File: config.mk
export PLATFORM = sky130hd
export DESIGN_NAME = gamma_chroma_downsample_2x2
export DESIGN_NICKNAME = d
export VERILOG_FILES = /design/src/rtl/core/gcds_pkg.sv /design/src/rtl/core/gcds_ctrl.sv /design/src/rtl/core/gcds_lane.sv /design/src/rtl/core/gcds_merge.sv /design/src/rtl/core/gamma_chroma_downsample_2x2.sv
export SDC_FILE = /design/constraint.sdc
export NUM_CORES = 2
export LEC_CHECK = 0
export ABC_CLOCK_PERIOD_IN_PS = 17000
export BUFFER_PORTS_ARGS = -buffer_cell sky130_fd_sc_hd__buf_2
export CORE_MARGIN = 1
export CORE_UTILIZATION = 54
export DETAILED_ROUTE_END_ITERATION = 6
export PLACE_DENSITY = 0.76
export SETUP_SLACK_MARGIN = 0.05
export SKIP_CTS_REPAIR_TIMING = 1
export SLEW_MARGIN = 20
export SYNTH_ARGS = -nofsm -noshare
export SYNTH_HDL_FRONTEND = slang
export SYNTH_SLANG_ARGS = --single-unit
File: constraint.sdc
create_clock -name clk -period 17 [get_ports clk]
set_input_delay 1.7 -clock clk [delete_from_list [all_inputs] [get_ports clk]]
set_output_delay 1.7 -clock clk [all_outputs]
set_load 0.05 [all_outputs]
File: src/rtl/core/gcds_pkg.sv
// Shared constants, types and lookup tables for the gamma-aware 2x2 chroma downsampler.
package gcds_pkg;

	localparam int LINEAR_BITS     = 12;
	localparam int TABLE_FRAC_BITS = 7;
	localparam int LIN_SCALE       = (1 << LINEAR_BITS) - 1;
	localparam int POS_W           = LINEAR_BITS - TABLE_FRAC_BITS;
	localparam int GAM_ENTRIES     = (1 << POS_W) + 1;
	localparam int GAM_IDX_W       = POS_W + 1;
	localparam int STEP_BITS       = TABLE_FRAC_BITS + 2;
	localparam int STEP_ONE        = 1 << STEP_BITS;
	localparam int SUM_W           = LINEAR_BITS + 2;
	localparam int GAM_W           = 9;
	localparam int Y_W             = GAM_W + STEP_BITS + 1;
	localparam int AVG_W           = 10;
	localparam int SAMPLE_W        = 8;
	localparam int PIXEL_W         = 24;
	localparam int LANES           = 3;
	localparam int LIN_DEPTH       = 1 << SAMPLE_W;
	localparam int SEARCH_STEPS    = 32;

	typedef logic [LINEAR_BITS-1:0] lin_val_t;
	typedef lin_val_t lin_rom_t [LIN_DEPTH];
	typedef logic [GAM_W-1:0] gam_val_t;
	typedef gam_val_t gam_rom_t [GAM_ENTRIES];
	typedef logic [127:0] wide_t;

	typedef enum logic {
		REQ_FULL = 1'b0,
		REQ_LEFT = 1'b1
	} req_type_t;

	typedef struct packed {
		logic adv_s1;
		logic adv_s2;
		logic adv_out;
	} gcds_adv_t;

	function automatic wide_t wide_pow_mul(wide_t a, int unsigned m, int unsigned times);
		wide_t r;
		r = a;
		for (int unsigned k = 0; k < times; k++) begin
			r = r * wide_t'(m);
		end
		return r;
	endfunction

	// True when the rounded value of S*(v/255)^0.8 is at least n.
	function automatic logic lin_ok(int unsigned n, int unsigned v);
		wide_t lhs;
		wide_t rhs;
		if (n == 0) begin
			return 1'b1;
		end
		lhs = wide_pow_mul(wide_pow_mul(wide_t'(1), 255, 4), 2 * n - 1, 5);
		rhs = wide_pow_mul(wide_pow_mul(wide_t'(32), LIN_SCALE, 5), v, 4);
		return (lhs <= rhs);
	endfunction

	// True when the rounded value of 255*(t*2^F/S)^1.25 is at least n.
	function automatic logic gam_ok(int unsigned n, int unsigned t);
		wide_t lhs;
		wide_t rhs;
		if (n == 0) begin
			return 1'b1;
		end
		lhs = wide_pow_mul(wide_pow_mul(wide_t'(1), LIN_SCALE, 5), 2 * n - 1, 4);
		rhs = wide_pow_mul(wide_pow_mul(wide_t'(16), 255, 4), t << TABLE_FRAC_BITS, 5);
		return (lhs <= rhs);
	endfunction

	function automatic lin_rom_t build_lin_rom();
		lin_rom_t    rom;
		int unsigned lo;
		int unsigned hi;
		int unsigned mid;
		for (int unsigned v = 0; v < LIN_DEPTH; v++) begin
			lo = 0;
			hi = LIN_SCALE;
			for (int it = 0; it < SEARCH_STEPS; it++) begin
				if (lo < hi) begin
					mid = (lo + hi + 1) >> 1;
					if (lin_ok(mid, v)) begin
						lo = mid;
					end else begin
						hi = mid - 1;
					end
				end
			end
			rom[v] = lin_val_t'(lo);
		end
		return rom;
	endfunction

	function automatic gam_rom_t build_gam_rom();
		gam_rom_t    rom;
		int unsigned lo;
		int unsigned hi;
		int unsigned mid;
		for (int unsigned t = 0; t < GAM_ENTRIES; t++) begin
			lo = 0;
			hi = (1 << GAM_W) - 1;
			for (int it = 0; it < SEARCH_STEPS; it++) begin
				if (lo < hi) begin
					mid = (lo + hi + 1) >> 1;
					if (gam_ok(mid, t)) begin
						lo = mid;
					end else begin
						hi = mid - 1;
					end
				end
			end
			rom[t] = gam_val_t'(lo);
		end
		return rom;
	endfunction

	localparam lin_rom_t LIN_ROM = build_lin_rom();
	localparam gam_rom_t GAM_ROM = build_gam_rom();

endpackage

File: src/rtl/core/gcds_ctrl.sv
// Valid tracking and stage advance control for the downsampler pipeline.
module gcds_ctrl
	import gcds_pkg::*;
(
	input  logic      clk,
	input  logic      arst_n,
	input  logic      pix_valid,
	output logic      pix_stall,
	output logic      avg_valid,
	input  logic      avg_stall,
	output gcds_adv_t adv
);

	logic valid_s1;
	logic valid_s2;
	logic avg_valid_q;
	logic rdy_out;
	logic rdy_s2;
	logic rdy_s1;

	always_comb begin
		rdy_out     = !avg_valid_q || !avg_stall;
		rdy_s2      = !valid_s2 || rdy_out;
		rdy_s1      = !valid_s1 || rdy_s2;
		adv.adv_s1  = pix_valid && rdy_s1;
		adv.adv_s2  = valid_s1 && rdy_s2;
		adv.adv_out = valid_s2 && rdy_out;
	end

	always_ff @(posedge clk or negedge arst_n) begin
		if (!arst_n) begin
			valid_s1    <= 1'b0;
			valid_s2    <= 1'b0;
			avg_valid_q <= 1'b0;
		end else begin
			if (rdy_s1) begin
				valid_s1 <= pix_valid;
			end
			if (rdy_s2) begin
				valid_s2 <= valid_s1;
			end
			if (rdy_out) begin
				avg_valid_q <= valid_s2;
			end
		end
	end

	assign pix_stall = !rdy_s1;
	assign avg_valid = avg_valid_q;

endmodule

File: src/rtl/core/gcds_lane.sv
// One color lane: linearizing lookups and sum, then interpolation in the gamma table.
module gcds_lane
	import gcds_pkg::*;
(
	input  logic                clk,
	input  gcds_adv_t           adv,
	input  logic                req_type,
	input  logic [SAMPLE_W-1:0] top_left,
	input  logic [SAMPLE_W-1:0] top_right,
	input  logic [SAMPLE_W-1:0] bottom_left,
	input  logic [SAMPLE_W-1:0] bottom_right,
	output logic [Y_W-1:0]      y_s2
);

	logic [SUM_W-1:0]     sum_d;
	logic [SUM_W-1:0]     sum_s1;
	logic [POS_W-1:0]     pos;
	logic [STEP_BITS-1:0] frac;
	logic [STEP_BITS:0]   w_hi;
	logic [STEP_BITS:0]   w_lo;
	gam_val_t             g_lo;
	gam_val_t             g_hi;
	logic [Y_W-1:0]       y_d;

	always_comb begin
		if (req_type == REQ_LEFT) begin
			sum_d = (SUM_W'(LIN_ROM[top_left]) + SUM_W'(LIN_ROM[bottom_left])) << 1;
		end else begin
			sum_d = SUM_W'(LIN_ROM[top_left]) + SUM_W'(LIN_ROM[top_right])
				+ SUM_W'(LIN_ROM[bottom_left]) + SUM_W'(LIN_ROM[bottom_right]);
		end
	end

	always_ff @(posedge clk) begin
		if (adv.adv_s1) begin
			sum_s1 <= sum_d;
		end
	end

	always_comb begin
		pos  = sum_s1[SUM_W-1 -: POS_W];
		frac = sum_s1[STEP_BITS-1:0];
		w_hi = {1'b0, frac};
		w_lo = (STEP_BITS+1)'(STEP_ONE) - w_hi;
		g_lo = GAM_ROM[{1'b0, pos}];
		g_hi = GAM_ROM[GAM_IDX_W'(pos) + GAM_IDX_W'(1)];
		y_d  = Y_W'(g_hi * w_hi) + Y_W'(g_lo * w_lo);
	end

	always_ff @(posedge clk) begin
		if (adv.adv_s2) begin
			y_s2 <= y_d;
		end
	end

endmodule

File: src/rtl/core/gcds_merge.sv
// Output stage: rounds the three lane results and holds them for the output transaction.
module gcds_merge
	import gcds_pkg::*;
(
	input  logic             clk,
	input  gcds_adv_t        adv,
	input  logic [Y_W-1:0]   y_s2 [LANES],
	output logic [AVG_W-1:0] red_avg,
	output logic [AVG_W-1:0] green_avg,
	output logic [AVG_W-1:0] blue_avg
);

	logic [Y_W:0]       rounded [LANES];
	logic [AVG_W-1:0]   avg_q   [LANES];

	always_comb begin
		for (int c = 0; c < LANES; c++) begin
			rounded[c] = {1'b0, y_s2[c]} + (Y_W+1)'(1 << (TABLE_FRAC_BITS - 1));
		end
	end

	always_ff @(posedge clk) begin
		if (adv.adv_out) begin
			for (int c = 0; c < LANES; c++) begin
				avg_q[c] <= rounded[c][TABLE_FRAC_BITS +: AVG_W];
			end
		end
	end

	assign red_avg   = avg_q[0];
	assign green_avg = avg_q[1];
	assign blue_avg  = avg_q[2];

endmodule

File: src/rtl/core/gamma_chroma_downsample_2x2.sv
// Top level of the gamma-aware 2x2 chroma downsampler.
//
//   Transaction  Valid      Stall      Payload
//   pixels       pix_valid  pix_stall  req_type, top_left, top_right, bottom_left, bottom_right
//   averages     avg_valid  avg_stall  red_avg, green_avg, blue_avg
//
// One block enters per clock while pix_stall is low. Each block passes through
// the lookup-and-sum stage, the interpolation multiply stage and the rounding
// output register, with three color lanes working side by side.
// Reset clears only the stage valid flags; the tables are constants.
// A stall on the output fills the empty stages first and then reaches pix_stall.
module gamma_chroma_downsample_2x2
	import gcds_pkg::*;
(
	input  logic               clk,
	input  logic               arst_n,
	input  logic               pix_valid,
	output logic               pix_stall,
	input  logic               req_type,
	input  logic [PIXEL_W-1:0] top_left,
	input  logic [PIXEL_W-1:0] top_right,
	input  logic [PIXEL_W-1:0] bottom_left,
	input  logic [PIXEL_W-1:0] bottom_right,
	output logic               avg_valid,
	input  logic               avg_stall,
	output logic [AVG_W-1:0]   red_avg,
	output logic [AVG_W-1:0]   green_avg,
	output logic [AVG_W-1:0]   blue_avg
);

	gcds_adv_t      adv;
	logic [Y_W-1:0] y_s2 [LANES];

	gcds_ctrl u_ctrl (
		.clk       (clk),
		.arst_n    (arst_n),
		.pix_valid (pix_valid),
		.pix_stall (pix_stall),
		.avg_valid (avg_valid),
		.avg_stall (avg_stall),
		.adv       (adv)
	);

	for (genvar c = 0; c < LANES; c++) begin : g_lane
		localparam int LSB = SAMPLE_W * (LANES - 1 - c);
		gcds_lane u_lane (
			.clk          (clk),
			.adv          (adv),
			.req_type     (req_type),
			.top_left     (top_left[LSB +: SAMPLE_W]),
			.top_right    (top_right[LSB +: SAMPLE_W]),
			.bottom_left  (bottom_left[LSB +: SAMPLE_W]),
			.bottom_right (bottom_right[LSB +: SAMPLE_W]),
			.y_s2         (y_s2[c])
		);
	end

	gcds_merge u_merge (
		.clk       (clk),
		.adv       (adv),
		.y_s2      (y_s2),
		.red_avg   (red_avg),
		.green_avg (green_avg),
		.blue_avg  (blue_avg)
	);

endmodule

==> run metrics <==
Rows 124; top post-synthesis cells by area fa_1 (12%), ha_1 (9.9%), o21ai_0 (7.3%), a21oi_1 (7.2%), nand2_1 (6.8%); final hold vios 0; Yosys cell types 98; Placed Cells 10100; top_reg_cell synth edfxtp_1; EDFF count, synth 105; fmax 0.113 GHz; RD Place Congestion 1.01; number of max-cap violations 0; Max Root-Sink Buffers 2; GR Util All Layers 34.7%; Pins Over Slew Limit 0; Synth Net Count 10200; Synth area leader fa_1; number of remaining DRC errors 37; first-pass GRT wire length 338 mm; CP Capture Type register; Die Ht 341 um; RSZ-0062 raised after global routing false; Post-Syn Area 0.0621 mm2; Starting DRT DRC Count 11700; Syn Inst Count 9235; H-tree depth 3; synthesized flop and latch total 108; syn_area_per_cell 6.72 um2; initial antenna violation count 9; most frequent cells in the layout nand2_1 (1121), o21ai_0 (901), a21oi_1 (899); clock-pin slew on the worst setup and hold paths 80 ps; Tcrit/Tclk final 52.2%; Setup Crit Path Kind in -> reg; worst min path class reg -> reg; Final Skew 10.7 ps; post-route antenna net violation count 0; fraction of layout cells with a size suffix above 1 5.03%; CP startpoint kind input port; Seq/Total Area, Yosys 5.20%; Starting Density 54.4%; ys async rst share 2.78%; I/O pins 133; worst skew pair latency 400 ps; Yosys top cell area share 12.4%; YS warnings 0; cell chosen for the clock root clkbuf_16; WL/cell 20.9 um; vias in the first global route 62800; CTS buffer count 9; Final min period 8870 ps; Total Neg Setup Slack 0 ps; CP max FO 25; Arrival @ worst endpoint 9010 ps; Slew HR 23.6%; commonest non-fill, non-tap cell in the layout nand2_1; failing checks DRC; GRT overflow 0; # clock sinks 108; via/cell ratio 6.80; non-filler cells, final 10200; Layout Area Growth over Synthesis 0.546%; wirelength, routed 212 mm; port bufs 132; die width 341 um; Fillers 11300; utilization after layout 54.7%; CP required 17130 ps; largest net degree at the start of global routing 110; Core Area 0.114 mm2; die area 0.116 mm2; outcome complete, but fails checks; Setup Viol. Count Final 0; post-DP HPWL 153 mm; first drt pass iteration count 7; Worst-Margin Slew 1140 ps; CTS tree done; nets 9609; vias 69000
-- Yosys cell counts, types with 158 or more instances --
library cell	number
clkbuf_1	611
a21oi_1	899
inv_1	692
o211ai_1	180
nor2_1	855
ha_1	493
fa_1	384
buf_1	158
nand2_1	1121
nand3_1	215
a211oi_1	230
a31oi_1	170
nor3_1	194
o21ai_0	901
xnor2_1	169
and2_1	161
-- worst max-delay path, cell delays in order --
cell	delay [ps]
buf_2	370
clkinv_1	540
ha_1	460
buf_4	230
inv_1	260
nor3b_1	110
a2111oi_0	860
a21oi_1	70
mux4_2	500
nand2_1	70
o21ai_0	170
ha_1	290
fa_1	450
a21o_1	170
a21oi_1	210
xnor2_1	170
fa_1	440
ha_1	320
inv_1	70
o21ai_0	110
a2111oi_0	640
o31ai_1	270
a31oi_1	240
xor2_1	170
mux2i_1	80
-- kinds of logic after synthesis --
kind of cell / synth area share (%)
xor+xnor: 3.56
simple gates: 21.8
buf+inv: 9.54
fa+ha+maj: 22.3
flops: 5.20
mux: 4.65
compound gates: 32.9
-- flip-flops by register name (all words and copies together), names as in the netlist --
signal	count
u_ctrl.avg_valid	1
u_ctrl.valid_s2	1
g_lane.u_lane.sum_s1	42
u_merge.avg_q	30
g_lane.u_lane.y_s2	33
u_ctrl.valid_s1	1
-- routing by layer --
metal / share of wire [%] / track usage (%)
met1: 41 / 48.3
met4: 3.8 / 12.3
met2: 45 / 54.6
met5: 0.028 / 0
met3: 11 / 5.07
-- worst paths after layout --
| path | start | end | slack, ps | depth (start not counted) |
|---|---|---|---|---|
| max in group asynchronous | arst_n | u_ctrl.valid_s1 | 15820 | 1 |
| setup reg to reg | g_lane[2].u_lane.sum_s1[9] | g_lane[2].u_lane.y_s2[13] | 8380 | 25 |
| hold reg to reg | u_ctrl.valid_s1 | u_ctrl.valid_s2 | 510 | 1 |
| min in group asynchronous | arst_n | u_ctrl.avg_valid | 1070 | 1 |
| hold / removal | u_ctrl.valid_s1 | u_ctrl.valid_s2 | 510 | 1 |
| setup / recovery | top_right[17] | g_lane[0].u_lane.sum_s1[12] | 8130 | 25 |
-- through the flow --
| stage | cell area [um2] | hold slack, ps | setup slack, ps |
|---|---|---|---|
| floorplan | 62100 | 449 | 9170 |
| global placement | 62100 | 475 | 8040 |
| detailed placement | 62100 | 485 | 7960 |
| CTS | 62400 | 508 | 8410 |
| global route | 62400 | 526 | 7790 |
| finish | 62400 | 507 | 8130 |
-- layout make-up --
type | instances | area, um2 | share of cell area (%)
repair buffers | 219 | 1320 | 2.12
clock buffers | 9 | 225 | 0.361
clock inverters | 7 | 100 | 0.160
flip-flops and latches | 108 | 3230 | 5.17
inverters | 715 | 2680 | 4.30
multi-input cells | 7578 | 53000 | 84.8
well taps | 1512 | 1890 | 3.03
diodes | 5 | 12.5 | 0.0200
Power is left out: the tool's default activity adds up to more than one toggle a clock period on the data nets, which glitch-free logic cannot reach.
